$ cat src/design/sirt_pkg.sv
`default_nettype none
package sirt_pkg;

  localparam logic [5:0] DEFAULT_RADIX = 6'd10;
  localparam logic [5:0] MIN_RADIX     = 6'd2;
  localparam logic [5:0] MAX_RADIX     = 6'd36;
  localparam logic [6:0] MINUS_CHAR    = 7'h2D;
  localparam logic [6:0] ZERO_CHAR     = 7'h30;
  localparam logic [6:0] ALPHA_CHAR    = 7'h41;
  localparam logic [6:0] ERROR_CHAR    = 7'h00;
  localparam logic [5:0] NUM_DIGITS    = 6'd10;

  // divider commands from the sequencer
  typedef struct packed {
    logic load;   // take a new dividend
    logic start;  // run one division pass
  } div_ctl_t;

  // divider status back to the sequencer
  typedef struct packed {
    logic       done;     // one-cycle pulse, pass finished
    logic       quot_nz;  // quotient of that pass is nonzero
    logic [5:0] rem;      // remainder of that pass
  } div_sts_t;

  // digit value to ASCII; values past 'Z' map to '0'
  function automatic logic [6:0] digit_char(input logic [5:0] d);
    logic [6:0] c;
    if (d < NUM_DIGITS) begin
      c = ZERO_CHAR + {1'b0, d};
    end else if (d < MAX_RADIX) begin
      c = ALPHA_CHAR + {1'b0, d - NUM_DIGITS};
    end else begin
      c = ZERO_CHAR;
    end
    return c;
  endfunction

endpackage
`default_nettype wire

$ cat src/design/sirt_div.sv
`default_nettype none
// Bit-serial restoring divider: one quotient bit per cycle.
// The quotient replaces the dividend in place, so passes can be chained.
module sirt_div #(
  parameter int VALUE_BITS = 32
) (
  input  logic                    clk,
  input  logic                    rst_n,
  input  sirt_pkg::div_ctl_t      ctl,
  input  logic [VALUE_BITS-1:0]   load_mag,
  input  logic [5:0]              radix,
  output sirt_pkg::div_sts_t      sts
);
  import sirt_pkg::*;

  localparam int CNT_W = $clog2(VALUE_BITS);

  logic [VALUE_BITS-1:0] mag_r, mag_nxt;
  logic [5:0]            rem_r, rem_nxt;
  logic [CNT_W-1:0]      cnt_r, cnt_nxt;
  logic                  busy_r, busy_nxt;
  logic                  qnz_r, qnz_nxt;
  logic                  done_r, done_nxt;

  logic [6:0] trial;
  logic [6:0] diff;
  logic       ge;

  assign trial = {rem_r, mag_r[VALUE_BITS-1]};
  assign diff  = trial - {1'b0, radix};
  assign ge    = (trial >= {1'b0, radix});

  always_comb begin
    mag_nxt  = mag_r;
    rem_nxt  = rem_r;
    cnt_nxt  = cnt_r;
    busy_nxt = busy_r;
    qnz_nxt  = qnz_r;
    done_nxt = 1'b0;
    if (ctl.load) begin
      mag_nxt = load_mag;
    end
    if (ctl.start) begin
      rem_nxt  = '0;
      cnt_nxt  = CNT_W'(VALUE_BITS - 1);
      busy_nxt = 1'b1;
      qnz_nxt  = 1'b0;
    end else if (busy_r) begin
      rem_nxt = ge ? diff[5:0] : trial[5:0];
      mag_nxt = {mag_r[VALUE_BITS-2:0], ge};
      qnz_nxt = qnz_r | ge;
      cnt_nxt = cnt_r - CNT_W'(1);
      if (cnt_r == '0) begin
        busy_nxt = 1'b0;
        done_nxt = 1'b1;
      end
    end
  end

  always_ff @(posedge clk) begin
    if (!rst_n) begin
      busy_r <= 1'b0;
      done_r <= 1'b0;
    end else begin
      busy_r <= busy_nxt;
      done_r <= done_nxt;
    end
    mag_r <= mag_nxt;
    rem_r <= rem_nxt;
    cnt_r <= cnt_nxt;
    qnz_r <= qnz_nxt;
  end

  assign sts.done    = done_r;
  assign sts.quot_nz = qnz_r;
  assign sts.rem     = rem_r;

endmodule
`default_nettype wire

$ cat src/design/signed_integer_to_radix_text_unit.sv
`default_nettype none
// Signed integer to ASCII text in radix 2..36.
// Input channel (in_valid / in_stall): one transfer carries in_value, in_radix
// and in_radix_given; with in_radix_given low the radix is ten.
// Output channel (out_valid / out_stall): one transfer per character, most
// significant first, a leading '-' for negative values, out_last on the final
// character. A radix outside 2..36 yields one transfer with char_code 0,
// out_last and out_radix_error set.
// Sequence: each digit costs one division pass in the bit-serial divider; each
// character then goes through the digit memory read and the output register,
// the minus sign through the output register alone. The worst case is the most
// negative value in base two, which has the most digits and a sign.
// One item is in flight at a time; in_stall stays high from acceptance until the
// last character is loaded into the output register and while a stalled
// character waits there, so the next transfer can coincide with the final one.
// Out_stall holds the output register; the sequencer simply waits.
// Reset (synchronous, rst_n low) returns to idle with no pending output;
// the digit memory is not cleared since every conversion writes before reading.
module signed_integer_to_radix_text_unit #(
  parameter int VALUE_BITS = 32
) (
  input  logic                         clk,
  input  logic                         rst_n,
  input  logic                         in_valid,
  output logic                         in_stall,
  input  logic signed [VALUE_BITS-1:0] in_value,
  input  logic [5:0]                   in_radix,
  input  logic                         in_radix_given,
  output logic                         out_valid,
  input  logic                         out_stall,
  output logic [6:0]                   out_char_code,
  output logic                         out_last,
  output logic                         out_radix_error
);
  import sirt_pkg::*;

  localparam int CW = $clog2(VALUE_BITS + 1);  // digit count, can reach VALUE_BITS
  localparam int AW = $clog2(VALUE_BITS);      // digit memory address

  typedef enum logic [4:0] {
    S_IDLE = 5'b00001,  // waiting for an input transfer
    S_DIV  = 5'b00010,  // division passes, one digit each
    S_SIGN = 5'b00100,  // put the minus sign
    S_READ = 5'b01000,  // read the next digit from memory
    S_CHAR = 5'b10000   // put the digit character
  } state_t;

  state_t          state_r, state_nxt;
  logic [CW-1:0]   count_r, count_nxt;
  logic            neg_r, neg_nxt;
  logic [5:0]      radix_r, radix_nxt;
  logic            out_valid_r, out_valid_nxt;
  logic [6:0]      out_char_r, out_char_nxt;
  logic            out_last_r, out_last_nxt;
  logic            out_err_r, out_err_nxt;

  // digit store, least significant digit at address 0
  logic [5:0]      digit_store_r [VALUE_BITS];
  logic [5:0]      rd_data_r;
  logic            st_we;
  logic            rd_en;
  logic [CW-1:0]   count_inc;
  logic [CW-1:0]   count_dec;

  div_ctl_t        div_ctl;
  div_sts_t        div_sts;

  logic [VALUE_BITS-1:0] val_u;
  logic [VALUE_BITS-1:0] mag_in;
  logic [5:0]            radix_eff;
  logic                  radix_bad;
  logic                  out_free;
  logic                  in_take;

  assign val_u     = in_value;
  assign mag_in    = val_u[VALUE_BITS-1] ? (~val_u + VALUE_BITS'(1)) : val_u;
  assign radix_eff = in_radix_given ? in_radix : DEFAULT_RADIX;
  assign radix_bad = (radix_eff < MIN_RADIX) || (radix_eff > MAX_RADIX);

  // output register can take a new character this cycle
  assign out_free  = !out_valid_r || !out_stall;
  assign in_stall  = (state_r != S_IDLE) || (out_valid_r && out_stall);
  assign in_take   = in_valid && !in_stall;
  assign count_inc = count_r + CW'(1);
  assign count_dec = count_r - CW'(1);

  always_comb begin
    state_nxt     = state_r;
    count_nxt     = count_r;
    neg_nxt       = neg_r;
    radix_nxt     = radix_r;
    out_valid_nxt = out_valid_r && out_stall;
    out_char_nxt  = out_char_r;
    out_last_nxt  = out_last_r;
    out_err_nxt   = out_err_r;
    div_ctl       = '0;
    st_we         = 1'b0;
    rd_en         = 1'b0;
    case (state_r)
      S_IDLE: begin
        if (in_take) begin
          count_nxt = '0;
          if (radix_bad) begin
            out_valid_nxt = 1'b1;
            out_char_nxt  = ERROR_CHAR;
            out_last_nxt  = 1'b1;
            out_err_nxt   = 1'b1;
          end else begin
            div_ctl.load  = 1'b1;
            div_ctl.start = 1'b1;
            neg_nxt       = val_u[VALUE_BITS-1];
            radix_nxt     = radix_eff;
            state_nxt     = S_DIV;
          end
        end
      end
      S_DIV: begin
        if (div_sts.done) begin
          st_we     = 1'b1;
          count_nxt = count_inc;
          // keep dividing while the quotient is nonzero and the store has room
          if (div_sts.quot_nz && (count_inc != CW'(VALUE_BITS))) begin
            div_ctl.start = 1'b1;
          end else begin
            state_nxt = neg_r ? S_SIGN : S_READ;
          end
        end
      end
      S_SIGN: begin
        if (out_free) begin
          out_valid_nxt = 1'b1;
          out_char_nxt  = MINUS_CHAR;
          out_last_nxt  = 1'b0;
          out_err_nxt   = 1'b0;
          state_nxt     = S_READ;
        end
      end
      S_READ: begin
        rd_en     = 1'b1;
        state_nxt = S_CHAR;
      end
      S_CHAR: begin
        if (out_free) begin
          out_valid_nxt = 1'b1;
          out_char_nxt  = digit_char(rd_data_r);
          out_last_nxt  = (count_r == CW'(1));
          out_err_nxt   = 1'b0;
          count_nxt     = count_dec;
          state_nxt     = (count_r == CW'(1)) ? S_IDLE : S_READ;
        end
      end
      default: begin
        state_nxt = S_IDLE;
      end
    endcase
  end

  always_ff @(posedge clk) begin
    if (!rst_n) begin
      state_r     <= S_IDLE;
      count_r     <= '0;
      out_valid_r <= 1'b0;
    end else begin
      state_r     <= state_nxt;
      count_r     <= count_nxt;
      out_valid_r <= out_valid_nxt;
    end
    neg_r      <= neg_nxt;
    radix_r    <= radix_nxt;
    out_char_r <= out_char_nxt;
    out_last_r <= out_last_nxt;
    out_err_r  <= out_err_nxt;
  end

  // digit memory: one write port, one registered read port
  always_ff @(posedge clk) begin
    if (st_we) begin
      digit_store_r[count_r[AW-1:0]] <= div_sts.rem;
    end
    if (rd_en) begin
      rd_data_r <= digit_store_r[count_dec[AW-1:0]];
    end
  end

  sirt_div #(
    .VALUE_BITS (VALUE_BITS)
  ) u_div (
    .clk      (clk),
    .rst_n    (rst_n),
    .ctl      (div_ctl),
    .load_mag (mag_in),
    .radix    (radix_r),
    .sts      (div_sts)
  );

  assign out_valid       = out_valid_r;
  assign out_char_code   = out_char_r;
  assign out_last        = out_last_r;
  assign out_radix_error = out_err_r;

endmodule
`default_nettype wire

$ cat config.mk
export PLATFORM = sky130hd
export DESIGN_NAME = signed_integer_to_radix_text_unit
export DESIGN_NICKNAME = d
export VERILOG_FILES = /design/src/design/sirt_pkg.sv /design/src/design/sirt_div.sv /design/src/design/signed_integer_to_radix_text_unit.sv
export SDC_FILE = /design/constraint.sdc
export NUM_CORES = 1
export LEC_CHECK = 0
export BUFFER_PORTS_ARGS = -buffer_cell sky130_fd_sc_hd__clkbuf_2
export CORE_ASPECT_RATIO = 1.4
export CORE_MARGIN = 5
export CORE_UTILIZATION = 55
export DETAILED_ROUTE_END_ITERATION = 7
export GPL_ROUTABILITY_DRIVEN = 1
export PLACE_DENSITY = 0.76
export SLEW_MARGIN = 20
export SYNTH_ARGS = -nofsm -noshare
export SYNTH_HDL_FRONTEND = slang
export SYNTH_SLANG_ARGS = --single-unit
$ cat constraint.sdc
create_clock -name clk -period 4.6 [get_ports clk]
set_input_delay 0.23 -clock clk [delete_from_list [all_inputs] [get_ports clk]]
set_output_delay 0.23 -clock clk [all_outputs]
set_load 0.01 [all_outputs]
==> results of run 1 <==
power by group through the flow:
stage	combinational (mW)	sequential (mW)	clock [mW]
after global routing	2.02	3.24	2.24
after global placement	1.79	3.26	0
after floorplan	1.33	3.28	0
final	1.85	3.21	2.11
after detailed placement	1.83	3.27	0
after CTS	1.85	3.21	2.14
state kept, by name, summed over array words and instances, names as in the netlist:
register and count:
out_last 1, out_valid 1, out_radix_error 1, u_div.mag_r 32, digit_store_r 192, u_div.done_r 1, u_div.rem_r 6, radix_r 6
u_div.cnt_r 5, count_r 6, u_div.busy_r 1, neg_r 1, rd_data_r 6, out_char_code 7, state_r 5, u_div.qnz_r 1
how the worst max path moves through the flow:
stage | cells past startpoint | slack [ns] | from | endpoint
after global placement | 6 | 1.50 | count_r[1]$_SDFFE_PN0P_ | rd_data_r[0]$_DFFE_PP_
after detailed placement | 6 | 1.44 | count_r[1]$_SDFFE_PN0P_ | rd_data_r[0]$_DFFE_PP_
after global routing | 6 | 1.33 | count_r[1]$_SDFFE_PN0P_ | rd_data_r[0]$_DFFE_PP_
after CTS | 6 | 1.42 | count_r[1]$_SDFFE_PN0P_ | rd_data_r[0]$_DFFE_PP_
after floorplan | 9 | 1.66 | count_r[0]$_SDFFE_PN0P_ | rd_data_r[0]$_DFFE_PP_
final | 6 | 1.40 | count_r[1]$_SDFFE_PN0P_ | rd_data_r[0]$_DFFE_PP_
kinds of logic (layout without fill, tap and decap cells):
family	count (synthesis)	after routing	share of synthesized area, %
muxes	89	89	13.50
buffers and inverters	70	137	2.630
xor gates and xnor gates	45	45	3.187
adders and majority gates	21	21	2.185
DFF	272	272	61.35
AOI/OAI and AO/OA	147	147	7.801
and+or+nand+nor	232	232	9.348
final cells by class:
type | instances | share of cell area, %
clock inverters | 14 | 1.418
flip-flops and latches | 272 | 55.17
clock buffers | 29 | 4.655
multi-input cells | 534 | 32.48
inverters | 26 | 0.7092
repair buffers | 68 | 2.828
well taps | 301 | 2.737
metrics by stage:
step                      std cells  worst slack [ns]  hold slack (ns)  utilization, %  total power, mW
final                          1244             1.399          0.01652           61.53            7.172
after detailed placement       1198             1.439           0.4464           57.63            5.099
after floorplan                 876             1.661           0.3289               -            4.614
after global routing           1244             1.325          0.03607           61.53            7.507
after global placement         1198             1.501           0.4336           57.61            5.051
after CTS                      1244             1.423         0.004632           61.50            7.207
worst reg2reg max path: stages, from the launching register on:
cell and delay (ns):
sky130_fd_sc_hd__dfxtp_1 0.58, sky130_fd_sc_hd__inv_1 0.15, sky130_fd_sc_hd__ha_2 0.34, sky130_fd_sc_hd__buf_4 0.56, sky130_fd_sc_hd__mux4_2 0.49, sky130_fd_sc_hd__mux4_2 0.54
sky130_fd_sc_hd__mux2_2 0.29
routing by layer:
metal	GRT usage [%]	share of wire (%)	vias up
met1	22.54	35	3565
li1	-	-	3440
met2	36.54	56	254
met3	2.637	5.1	62
met5	0	0	-
met4	6.905	3.6	0
Yosys cell counts (13+ instances only):
cell type,count
sky130_fd_sc_hd__a21oi_1,33
sky130_fd_sc_hd__clkbuf_1,23
sky130_fd_sc_hd__dfxtp_1,58
sky130_fd_sc_hd__edfxtp_1,214
sky130_fd_sc_hd__ha_1,20
sky130_fd_sc_hd__inv_1,25
sky130_fd_sc_hd__mux2_2,22
sky130_fd_sc_hd__mux4_2,60
sky130_fd_sc_hd__nand2_1,62
sky130_fd_sc_hd__nand3_1,15
sky130_fd_sc_hd__nor2_1,78
sky130_fd_sc_hd__o21ai_0,41
sky130_fd_sc_hd__o31ai_1,13
sky130_fd_sc_hd__xnor2_1,20
sky130_fd_sc_hd__xor2_1,25
==> results.py, run 1 <==
metrics = {
    "setup_path": {
        "crit_path_top_delay_cell": "sky130_fd_sc_hd__dfxtp_1",
        "path_cells": "inv_1, ha_2, buf_4, mux4_2, mux4_2, mux2_2",
        "cp-start-kind": "register",
        "cp.buffers_inverters": 2,
        "timing.reg2reg.setup_slack_ns": 1.40,
        "path_class": "register to register",
        "critical_path.max_fanout": 50,
        "worst_path_largest_cell_delay_ns": 0.58,
        "crit_required_ns": 4.88,
        "path_common_cell": "sky130_fd_sc_hd__mux4_2",
        "worst_r2r_endpoint": "rd_data_r[0]$_DFFE_PP_",
        "arrival_ns": 3.48,
        "timing.critical_path.to_type": "register",
        "worst_r2r_startpoint": "count_r[1]$_SDFFE_PN0P_",
        "ff2ff_path_depth": 6,
        "crit_family": "multiplexers",
    },
    "route": {
        "detailedRoute.firstPassIterationCount": 5,
        "drcViolationCount": 0,
        "detail_route.wirelength_um": 24730,
        "drtAntennaViolNets": 0,
        "routed_via_density": 5.885,
        "drtIter0Drc": 621,
        "route.detailed.wl_per_inst_um": 19.88,
        "route.vias.total": 7321,
    },
    "clock_network": {
        "number_of_cells_upsized_or_downsized_after_cts": 0,
        "cts_buffer_depth": 3,
        "clkSinkCount": 272,
        "cts_tree": "yes",
        "cts.reportedPaths.clkPinSlew_ns": 0.06,
        "post_cts_buffers": 0,
        "htree_num_levels": 1,
        "clock_tree.root_cell": "sky130_fd_sc_hd__clkbuf_16",
        "clock_latency_ns": 0.52,
        "postCtsHoldBufs": 3,
        "cts_made_buffers": 24,
    },
    "power_and_ir_drop": {
        "combinationalPowerShare_pct": 25.7,
        "netSwitchingPower_mw": 2.031,
        "power_frac_clock_pct": 29.4,
        "power_frac_seq_pct": 44.8,
        "sw_frac_of_total_pct": 28.31,
        "leakage_nw": 4.657,
        "p_int_mw": 5.141,
        "vdd_ir_drop_max_v": 0.0002758,
        "power_density_nw_per_um2": 521.2,
    },
    "grt": {
        "groute.usage.overall_pct": 19.57,
        "grt.overflow.total": 0,
        "grt_pass1_vias": 7458,
        "grt_pass1_wl_um": 39070,
        "grt_max_degree": 58,
        "antenna_found_initial": 0,
    },
    "sta": {
        "timing.final.hold_violations": 0,
        "finalSetupViolations": 0,
        "post_layout_min_period_ns": 3.201,
        "timing.clock.skew_ns": 0.01554,
        "grt_setup_unrepaired": "false",
        "finalCritPeriodShare_pct": 69.58,
        "finalMaxSlewViolations": 0,
        "tns_ns": 0,
        "worst_slew_margin_rel_pct": 37.37,
        "max_freq_ghz": 0.3124,
        "worstMarginPinSlew_ns": 0.9328,
    },
    "min_path": {
        "holdCritPathClass": "primary input to register",
        "min_delay_worst_endpoint": "radix_r[1]$_DFFE_PN_",
        "timing.hold.worst_path_depth": 2,
        "holdCritStartpoint": "in_radix_given",
    },
    "floorplan": {
        "start_util_pct": 55.30,
        "core.rowCount": 65,
        "floorplan.die.width_um": 136.7,
        "core_area_um2": 22370,
        "floorplan.die.height_um": 187.4,
        "boundaryPins": 54,
        "fp.dieArea_um2": 25630,
    },
    "job": {
        "timing.max_cap.violations": 0,
    },
    "yosys": {
        "postSynthNetCount": 940,
        "synthesis.yosys.warnings": 0,
        "ys.flop_type": "sky130_fd_sc_hd__edfxtp_1",
        "postSynthRegisterBits": 272,
        "ys_types": 70,
        "postSynthCellCount": 876,
        "synth.largest_area_cell": "sky130_fd_sc_hd__edfxtp_1",
        "synth.top_cells.by_area": "sky130_fd_sc_hd__edfxtp_1 (52%), sky130_fd_sc_hd__mux4_2 (11%), sky130_fd_sc_hd__dfxtp_1 (9.4%)",
        "post_synth.cell_area_avg_um2": 14.12,
        "seq_area_frac_synth_pct": 61.35,
        "asyncSetResetFlopFracSynth_pct": 0,
        "post-synth-top-area-fraction_pct": 51.96,
        "mappedNetlistArea_um2": 12370,
        "synth_edf_count": 214,
    },
    "finish": {
        "num_antenna_cells": 0,
        "multi_input_combinational_cell_area_um2": 4469,
        "final_cell_area_excluding_filler_cells_um2": 13760,
        "final-seq-area_um2": 7592,
        "syn_to_final_growth_pct": 11.27,
        "final_common_cell": "sky130_fd_sc_hd__edfxtp_1",
        "mostFrequentLayoutCells": "sky130_fd_sc_hd__edfxtp_1 (214), sky130_fd_sc_hd__nor2_1 (78), sky130_fd_sc_hd__nand2_1 (62)",
        "final_layout_size_suffix_gt1_share_pct": 22.80,
        "layout.nets": 990,
        "n_fill_cell": 1655,
    },
    "placed_design": {
        "globalplace.congestion": 0.8120,
        "dpl_cell_area_um2": 12890,
        "hpwlAfterDp_um": 17130,
        "portBuffers": 53,
    },
    "status": {
        "status": "finished clean",
    },
}
Power figures use the tool's default switching activity.
==> run 2: changes to the inputs <==
- ABC_AREA: not set -> 1
- clock period: 4.6 -> 3.2 ns (I/O delays scaled with it)
==> run 2 against run 1 <==
Against the previous run: critical path type is now primary input to register; sequential power grew 44%; global-route usage increased by 2.8 points; critical endpoint is now u_div.mag_r[20]$_DFF_P_; sequential share of layout area is 1.8 points lower; utilization up 0.15 points; sequential cell count did not move; largest cell class unchanged; via count is 34% higher.
==> results.py, run 2 <==
metrics = {
    "yosys": {
        "synth.top_cells.by_area": "sky130_fd_sc_hd__edfxtp_1 (50%), sky130_fd_sc_hd__dfxtp_1 (9.1%), sky130_fd_sc_hd__nand2_1 (8.0%)",
        "synthesis.yosys.warnings": 0,
        "seq_area_frac_synth_pct": 59.38,
        "ys_types": 39,
        "postSynthCellCount": 1356,
        "synth_edf_count": 214,
        "asyncSetResetFlopFracSynth_pct": 0,
        "post_synth.cell_area_avg_um2": 9.423,
        "synth.largest_area_cell": "sky130_fd_sc_hd__edfxtp_1",
        "post_synth_most_frequent_cells": "sky130_fd_sc_hd__nand2_1 (273), sky130_fd_sc_hd__nor2_1 (241), sky130_fd_sc_hd__edfxtp_1 (214), sky130_fd_sc_hd__o21ai_0 (152), sky130_fd_sc_hd__inv_1 (94)",
        "ys.flop_type": "sky130_fd_sc_hd__edfxtp_1",
        "synth.most_common_cell": "sky130_fd_sc_hd__nand2_1",
        "mappedNetlistArea_um2": 12780,
        "post-synth-top-area-fraction_pct": 50.29,
        "postSynthRegisterBits": 272,
        "postSynthNetCount": 1420,
    },
    "sta": {
        "max_freq_ghz": 0.3717,
        "tns_ns": 0,
        "post_layout_min_period_ns": 2.690,
        "grt_setup_unrepaired": "false",
        "finalCritPeriodShare_pct": 84.06,
        "finalMaxSlewViolations": 0,
        "finalSetupViolations": 0,
        "timing.clock.skew_ns": 0.01388,
        "timing.final.hold_violations": 0,
        "worstMarginPinSlew_ns": 0.8111,
        "final.setup.worst_slack_ns": 0.5100,
        "worst_slew_margin_rel_pct": 45.93,
    },
    "placed_design": {
        "detailedPlace.worstSlack_ns": 0.5791,
        "dp_cells": 1674,
        "portBuffers": 53,
        "hpwlAfterDp_um": 20070,
        "globalplace.congestion": 0.9281,
    },
    "grt": {
        "grt_pass1_vias": 9642,
        "grt_max_degree": 68,
        "grt.overflow.total": 0,
        "groute.usage.overall_pct": 22.34,
        "grt_pass1_wl_um": 47920,
        "antenna_found_initial": 0,
    },
    "setup_path": {
        "arrival_ns": 3.08,
        "path_class": "primary input to register",
        "worst_setup_path_startpoint": "in_radix[2]",
        "cp-start-kind": "primary input",
        "critical_path.max_fanout": 45,
        "worst_r2r_endpoint": "rd_data_r[0]$_DFFE_PP_",
        "ff2ff_path_depth": 9,
        "timing.critical_path.to_type": "register",
        "timing.reg2reg.setup_slack_ns": 0.55,
        "timing.critical_path.to": "u_div.mag_r[20]$_DFF_P_",
        "crit_required_ns": 3.59,
        "worst_r2r_startpoint": "count_r[1]$_SDFFE_PN0P_",
    },
    "clock_network": {
        "cts_buffer_depth": 3,
        "htree_num_levels": 1,
        "postCtsHoldBufs": 15,
        "number_of_cells_upsized_or_downsized_after_cts": 0,
        "clock_latency_ns": 0.51,
        "cts.reportedPaths.clkPinSlew_ns": 0.06,
        "post_cts_buffers": 0,
        "clock_tree.root_cell": "sky130_fd_sc_hd__clkbuf_16",
        "cts_made_buffers": 25,
        "cts_tree": "yes",
        "clkSinkCount": 272,
    },
    "power_and_ir_drop": {
        "leakage_nw": 5.498,
        "power_density_nw_per_um2": 780.6,
        "vdd_ir_drop_max_v": 0.0005859,
    },
    "min_path": {
        "holdCritStartpoint": "in_value[10]",
        "timing.hold.worst_path_depth": 5,
        "holdCritPathClass": "primary input to register",
    },
    "floorplan": {
        "start_util_pct": 55.46,
        "boundaryPins": 54,
        "core_area_um2": 23040,
        "floorplan.die.width_um": 138.8,
        "fp.dieArea_um2": 26420,
        "core.rowCount": 66,
        "floorplan.die.height_um": 190.3,
    },
    "route": {
        "routed_via_density": 5.663,
        "detailedRoute.firstPassIterationCount": 5,
        "route.detailed.wl_per_inst_um": 17.21,
        "met2WireLength_um": 15990,
        "met3WireLength_um": 1898,
        "drtAntennaViolNets": 0,
        "route.vias.total": 9819,
        "drcViolationCount": 0,
        "route.layer.met1.wl_um": 10820,
        "drtIter0Drc": 771,
        "detail_route.wirelength_um": 29840,
        "top_signal_layer_used": "met4",
    },
    "finish": {
        "layout.nets": 1474,
        "final_layout_size_suffix_gt1_share_pct": 9.104,
        "syn_to_final_growth_pct": 11.22,
        "num_antenna_cells": 0,
        "largest_register_ff_count": 192,
        "post_layout_cell_count": 1734,
        "mostFrequentLayoutCells": "sky130_fd_sc_hd__nand2_1 (273), sky130_fd_sc_hd__nor2_1 (241), sky130_fd_sc_hd__edfxtp_1 (214)",
        "n_fill_cell": 1818,
        "final_common_cell": "sky130_fd_sc_hd__nand2_1",
    },
    "status": {
        "status": "finished clean",
    },
    "job": {
        "timing.max_cap.violations": 0,
    },
}
==> run 2: cell types whose count changed after synthesis, sizes merged, moves of 28 or more <==
cell	delta
nor2	+165
o21ai	+113
inv	+75
mux4	-60
nand2	+211
o211ai	+28
nand3	+41
==> run 2: worst min-delay path by stage <==
stage,slack [ns],to
6_report,0.03,u_div.mag_r[10]$_DFF_P_
5_1_grt,0.06,radix_r[1]$_DFFE_PN_
4_1_cts,0.01,u_div.mag_r[10]$_DFF_P_
3_5_place_dp,0.44,u_div.mag_r[15]$_DFF_P_
3_3_place_gp,0.43,u_div.mag_r[11]$_DFF_P_
2_1_floorplan,0.26,neg_r$_DFFE_PN_
==> run 2: stage by stage <==
| step | total power, mW | hold slack (ns) | area (µm²) | util, % |
|---|---|---|---|---|
| 2_1_floorplan | 7.319 | 0.2589 | 12780 | - |
| 3_3_place_gp | 8.296 | 0.4322 | 13310 | 57.78 |
| 3_5_place_dp | 8.387 | 0.4359 | 13310 | 57.78 |
| 4_1_cts | 11.11 | 0.01137 | 14210 | 61.68 |
| 5_1_grt | 11.83 | 0.05696 | 14210 | 61.68 |
| 6_report | 11.09 | 0.03014 | 14210 | 61.68 |
==> run 2: per-layer routing <==
layer | GRT usage [%] | vias up
met4 | 8.622 | 0
met2 | 42.69 | 360
met3 | 2.509 | 82
li1 | - | 4744
met1 | 25.45 | 4633
met5 | 0 | -
==> run 2: cell families (layout without fill, tap and decap cells) <==
family,count (synthesis),in the layout,synth area share (%)
AO/OA/AOI/OAI,263,263,11.55
XOR/XNOR,27,27,1.910
adder cells (fa/ha/maj),21,21,2.115
buffers and inverters,160,232,5.072
flip-flops,272,272,59.38
multiplexers,12,12,0.9401
AND/OR/NAND/NOR,601,601,19.03
==> run 2: critical path, cell delays in order <==
cell	delay, ns
sky130_fd_sc_hd__dlygate4sd3_1	0.53
sky130_fd_sc_hd__clkbuf_2	0.11
sky130_fd_sc_hd__nand2_1	0.07
sky130_fd_sc_hd__dlygate4sd3_1	0.56
sky130_fd_sc_hd__inv_1	0.05
sky130_fd_sc_hd__o21ai_0	0.06
sky130_fd_sc_hd__nand2_1	0.06
sky130_fd_sc_hd__nand2_1	0.05
sky130_fd_sc_hd__nand2_1	0.22
sky130_fd_sc_hd__nor2_4	0.17
sky130_fd_sc_hd__inv_2	0.07
sky130_fd_sc_hd__nand3_4	0.07
sky130_fd_sc_hd__buf_4	0.39
sky130_fd_sc_hd__inv_2	0.27
sky130_fd_sc_hd__nand2_1	0.15
sky130_fd_sc_hd__nand2_1	0.07
==> run 2: where the power goes <==
part / internal (mW) / switching [mW] / total [mW]
Combinational: 1.21 / 2.54 / 3.75
Clock: 1.49 / 1.23 / 2.72
Sequential: 4.39 / 0.228 / 4.62
==> run 2: final cells by class <==
| type | count | area, µm² | area share, % |
|---|---|---|---|
| well taps | 306 | 382.9 | 2.694 |
| clock inverters | 14 | 80.08 | 0.5635 |
| flip-flops and latches | 272 | 7590 | 53.41 |
| inverters | 100 | 375.4 | 2.641 |
| repair buffers | 87 | 570.5 | 4.015 |
| clock buffers | 31 | 668.1 | 4.702 |
| multi-input cells | 924 | 4544 | 31.98 |
==> run 3: changes to the inputs <==
- PLACE_DENSITY: 0.76 -> 0.79
- clock period: 3.2 -> 2.32 ns (I/O delays scaled with it)
==> run 3 against run 2 <==
Against the previous run: design area is 3.8% higher; sequential power is 37% higher; first-iteration DRC count is 1.9% higher; critical path depth is 6 lower; register-to-register slack worse by 0.42 ns; largest power group unchanged; worst hold slack worse by 0.0057 ns; global-route usage is 0.62 points higher.
==> results.py, run 3 (synthesis gave the netlist of run 2 again) <==
metrics = {
    "status": {
        "status": "finished clean",
    },
    "grt": {
        "grt_max_degree": 58,
        "groute.usage.overall_pct": 22.96,
        "grt_pass1_vias": 9894,
        "grt_pass1_wl_um": 49220,
        "grt.overflow.total": 0,
        "antenna_found_initial": 0,
    },
    "floorplan": {
        "floorplan.die.height_um": 190.3,
        "floorplan.die.width_um": 138.8,
        "boundaryPins": 54,
        "start_util_pct": 55.46,
        "core_area_um2": 23040,
        "fp.dieArea_um2": 26420,
        "core.rowCount": 66,
    },
    "finish": {
        "final_common_cell": "sky130_fd_sc_hd__nand2_1",
        "mostFrequentLayoutCells": "sky130_fd_sc_hd__nand2_1 (271), sky130_fd_sc_hd__nor2_1 (238), sky130_fd_sc_hd__edfxtp_1 (214)",
        "syn_to_final_growth_pct": 15.40,
        "n_fill_cell": 1752,
        "final-seq-area_um2": 7590,
        "final_layout_size_suffix_gt1_share_pct": 11.96,
        "multi_input_combinational_cell_area_um2": 4572,
        "layout.nets": 1518,
        "num_antenna_cells": 0,
        "largest_register_ff_count": 192,
    },
    "sta": {
        "finalSetupViolations": 0,
        "worst_slew_margin_rel_pct": 57.15,
        "max_freq_ghz": 0.4558,
        "post_layout_min_period_ns": 2.194,
        "timing.clock.skew_ns": 0.01143,
        "finalMaxSlewViolations": 0,
        "worstMarginPinSlew_ns": 0.6374,
        "finalCritPeriodShare_pct": 94.58,
        "hold_ws_ns": 0.02442,
        "timing.final.hold_violations": 0,
        "tns_ns": 0,
    },
    "route": {
        "route.detailed.wl_per_inst_um": 17.39,
        "drtAntennaViolNets": 0,
        "drcViolationCount": 0,
        "detailedRoute.firstPassIterationCount": 5,
        "route.vias.total": 10068,
        "detail_route.wirelength_um": 30910,
        "drtIter0Drc": 786,
        "routed_via_density": 5.663,
    },
    "clock_network": {
        "cts_tree": "yes",
        "clock_latency_ns": 0.52,
        "htree_num_levels": 1,
        "post_cts_buffers": 0,
        "clock_tree.root_cell": "sky130_fd_sc_hd__clkbuf_16",
        "clkSinkCount": 272,
        "cts_buffer_depth": 3,
        "cts.reportedPaths.clkPinSlew_ns": 0.07,
        "cts_made_buffers": 25,
    },
    "min_path": {
        "holdCritPathClass": "primary input to register",
    },
    "power_and_ir_drop": {
        "p_int_mw": 10.29,
        "vdd_ir_drop_max_v": 0.0008990,
        "power_frac_clock_pct": 25.5,
        "leakage_nw": 5.826,
        "combinationalPowerShare_pct": 35.1,
        "power_density_nw_per_um2": 1089,
        "netSwitchingPower_mw": 5.770,
        "power_frac_seq_pct": 39.4,
        "sw_frac_of_total_pct": 35.93,
    },
    "setup_path": {
        "critical_path.max_fanout": 29,
        "path_class": "register to register",
        "crit_required_ns": 2.59,
        "cp-start-kind": "register",
        "timing.critical_path.to_type": "register",
        "arrival_ns": 2.47,
    },
    "placed_design": {
        "portBuffers": 53,
        "globalplace.congestion": 0.8835,
        "hpwlAfterDp_um": 20610,
    },
    "job": {
        "timing.max_cap.violations": 0,
    },
}
run 3: changes by cell type in the layout (fill, tap and decap cells not counted), moves of 2 or more:
cell,delta
sky130_fd_sc_hd__buf_12,+4
sky130_fd_sc_hd__buf_4,+33
sky130_fd_sc_hd__clkbuf_16,+4
sky130_fd_sc_hd__clkinv_1,-2
sky130_fd_sc_hd__clkinvlp_4,-2
sky130_fd_sc_hd__dlygate4sd3_1,+5
sky130_fd_sc_hd__nand2_1,-2
sky130_fd_sc_hd__nand2_2,+2
sky130_fd_sc_hd__nor2_1,-3
sky130_fd_sc_hd__nor2_2,+2
sky130_fd_sc_hd__o21ai_0,-2
sky130_fd_sc_hd__o21ai_1,+2
run 3: critical path, cell delays in order, from the launching register on:
cell	delay, ns
sky130_fd_sc_hd__dfxtp_2	0.38
sky130_fd_sc_hd__inv_1	0.12
sky130_fd_sc_hd__ha_4	0.34
sky130_fd_sc_hd__buf_12	0.20
sky130_fd_sc_hd__nor2_1	0.06
sky130_fd_sc_hd__o21ai_0	0.09
sky130_fd_sc_hd__o21ai_0	0.17
sky130_fd_sc_hd__o211ai_1	0.25
sky130_fd_sc_hd__o21ai_0	0.20
sky130_fd_sc_hd__nand2_1	0.10
sky130_fd_sc_hd__nand2_1	0.05
run 3: stage by stage:
stage / utilization [%] / power (mW) / setup WS (ns) / cells / cell area [µm²]
finish: 64.00 / 16.06 / 0.1259 / 1778 / 14750
global route: 64.00 / 17.02 / -0.01487 / 1778 / 14750
CTS: 63.90 / 16.04 / 0.04314 / 1778 / 14720
detailed placement: 59.23 / 11.84 / -0.1110 / 1712 / 13650
global placement: 59.23 / 11.67 / -0.09094 / 1712 / 13650
floorplan: - / 10.13 / 0.001014 / 1356 / 12800
run 3: path summary, 6_finish.rpt:
path                                               from                      end  slack, ns  cells past startpoint
worst min register to register  u_div.mag_r[12]$_DFF_P_  u_div.mag_r[13]$_DFF_P_       0.45                      2
worst min-delay path                       in_value[28]  u_div.mag_r[28]$_DFF_P_       0.02                      6
worst max register to register  count_r[1]$_SDFFE_PN0P_   rd_data_r[5]$_DFFE_PP_       0.13                     10
worst max-delay path            count_r[1]$_SDFFE_PN0P_   rd_data_r[5]$_DFFE_PP_       0.13                     10
run 3: what timing repair did:
item                       4_1_cts  5_1_grt
hold buffers                    20        0
hold endpoints to repair        21        0
setup endpoints to repair        4       64
cloned                           1        0
pin swaps                        0        1
gates resized for setup          3        8
run 3: final cells by class:
| type | instances | area share, % |
|---|---|---|
| clock buffers | 34 | 5.185 |
| inverters | 100 | 2.546 |
| repair buffers | 131 | 6.729 |
| multi-input cells | 924 | 31.01 |
| flip-flops and latches | 272 | 51.47 |
| well taps | 306 | 2.597 |
| clock inverters | 11 | 0.4667 |
run 3: layer usage:
metal	vias up	wire, µm	global-route usage, %
li1	4846	-	-
met1	4716	11030	25.15
met2	416	16280	42.95
met3	90	1953	2.835
met4	0	1644	12.61
met5	-	0	0
run 3: power groups by stage:
stage | Combinational [mW] | Sequential, mW | Clock (mW)
after global routing | 6.31 | 6.37 | 4.34
final | 5.64 | 6.33 | 4.09
after CTS | 5.58 | 6.32 | 4.13
after floorplan | 3.64 | 6.49 | 0
after global placement | 5.27 | 6.41 | 0
after detailed placement | 5.41 | 6.42 | 0
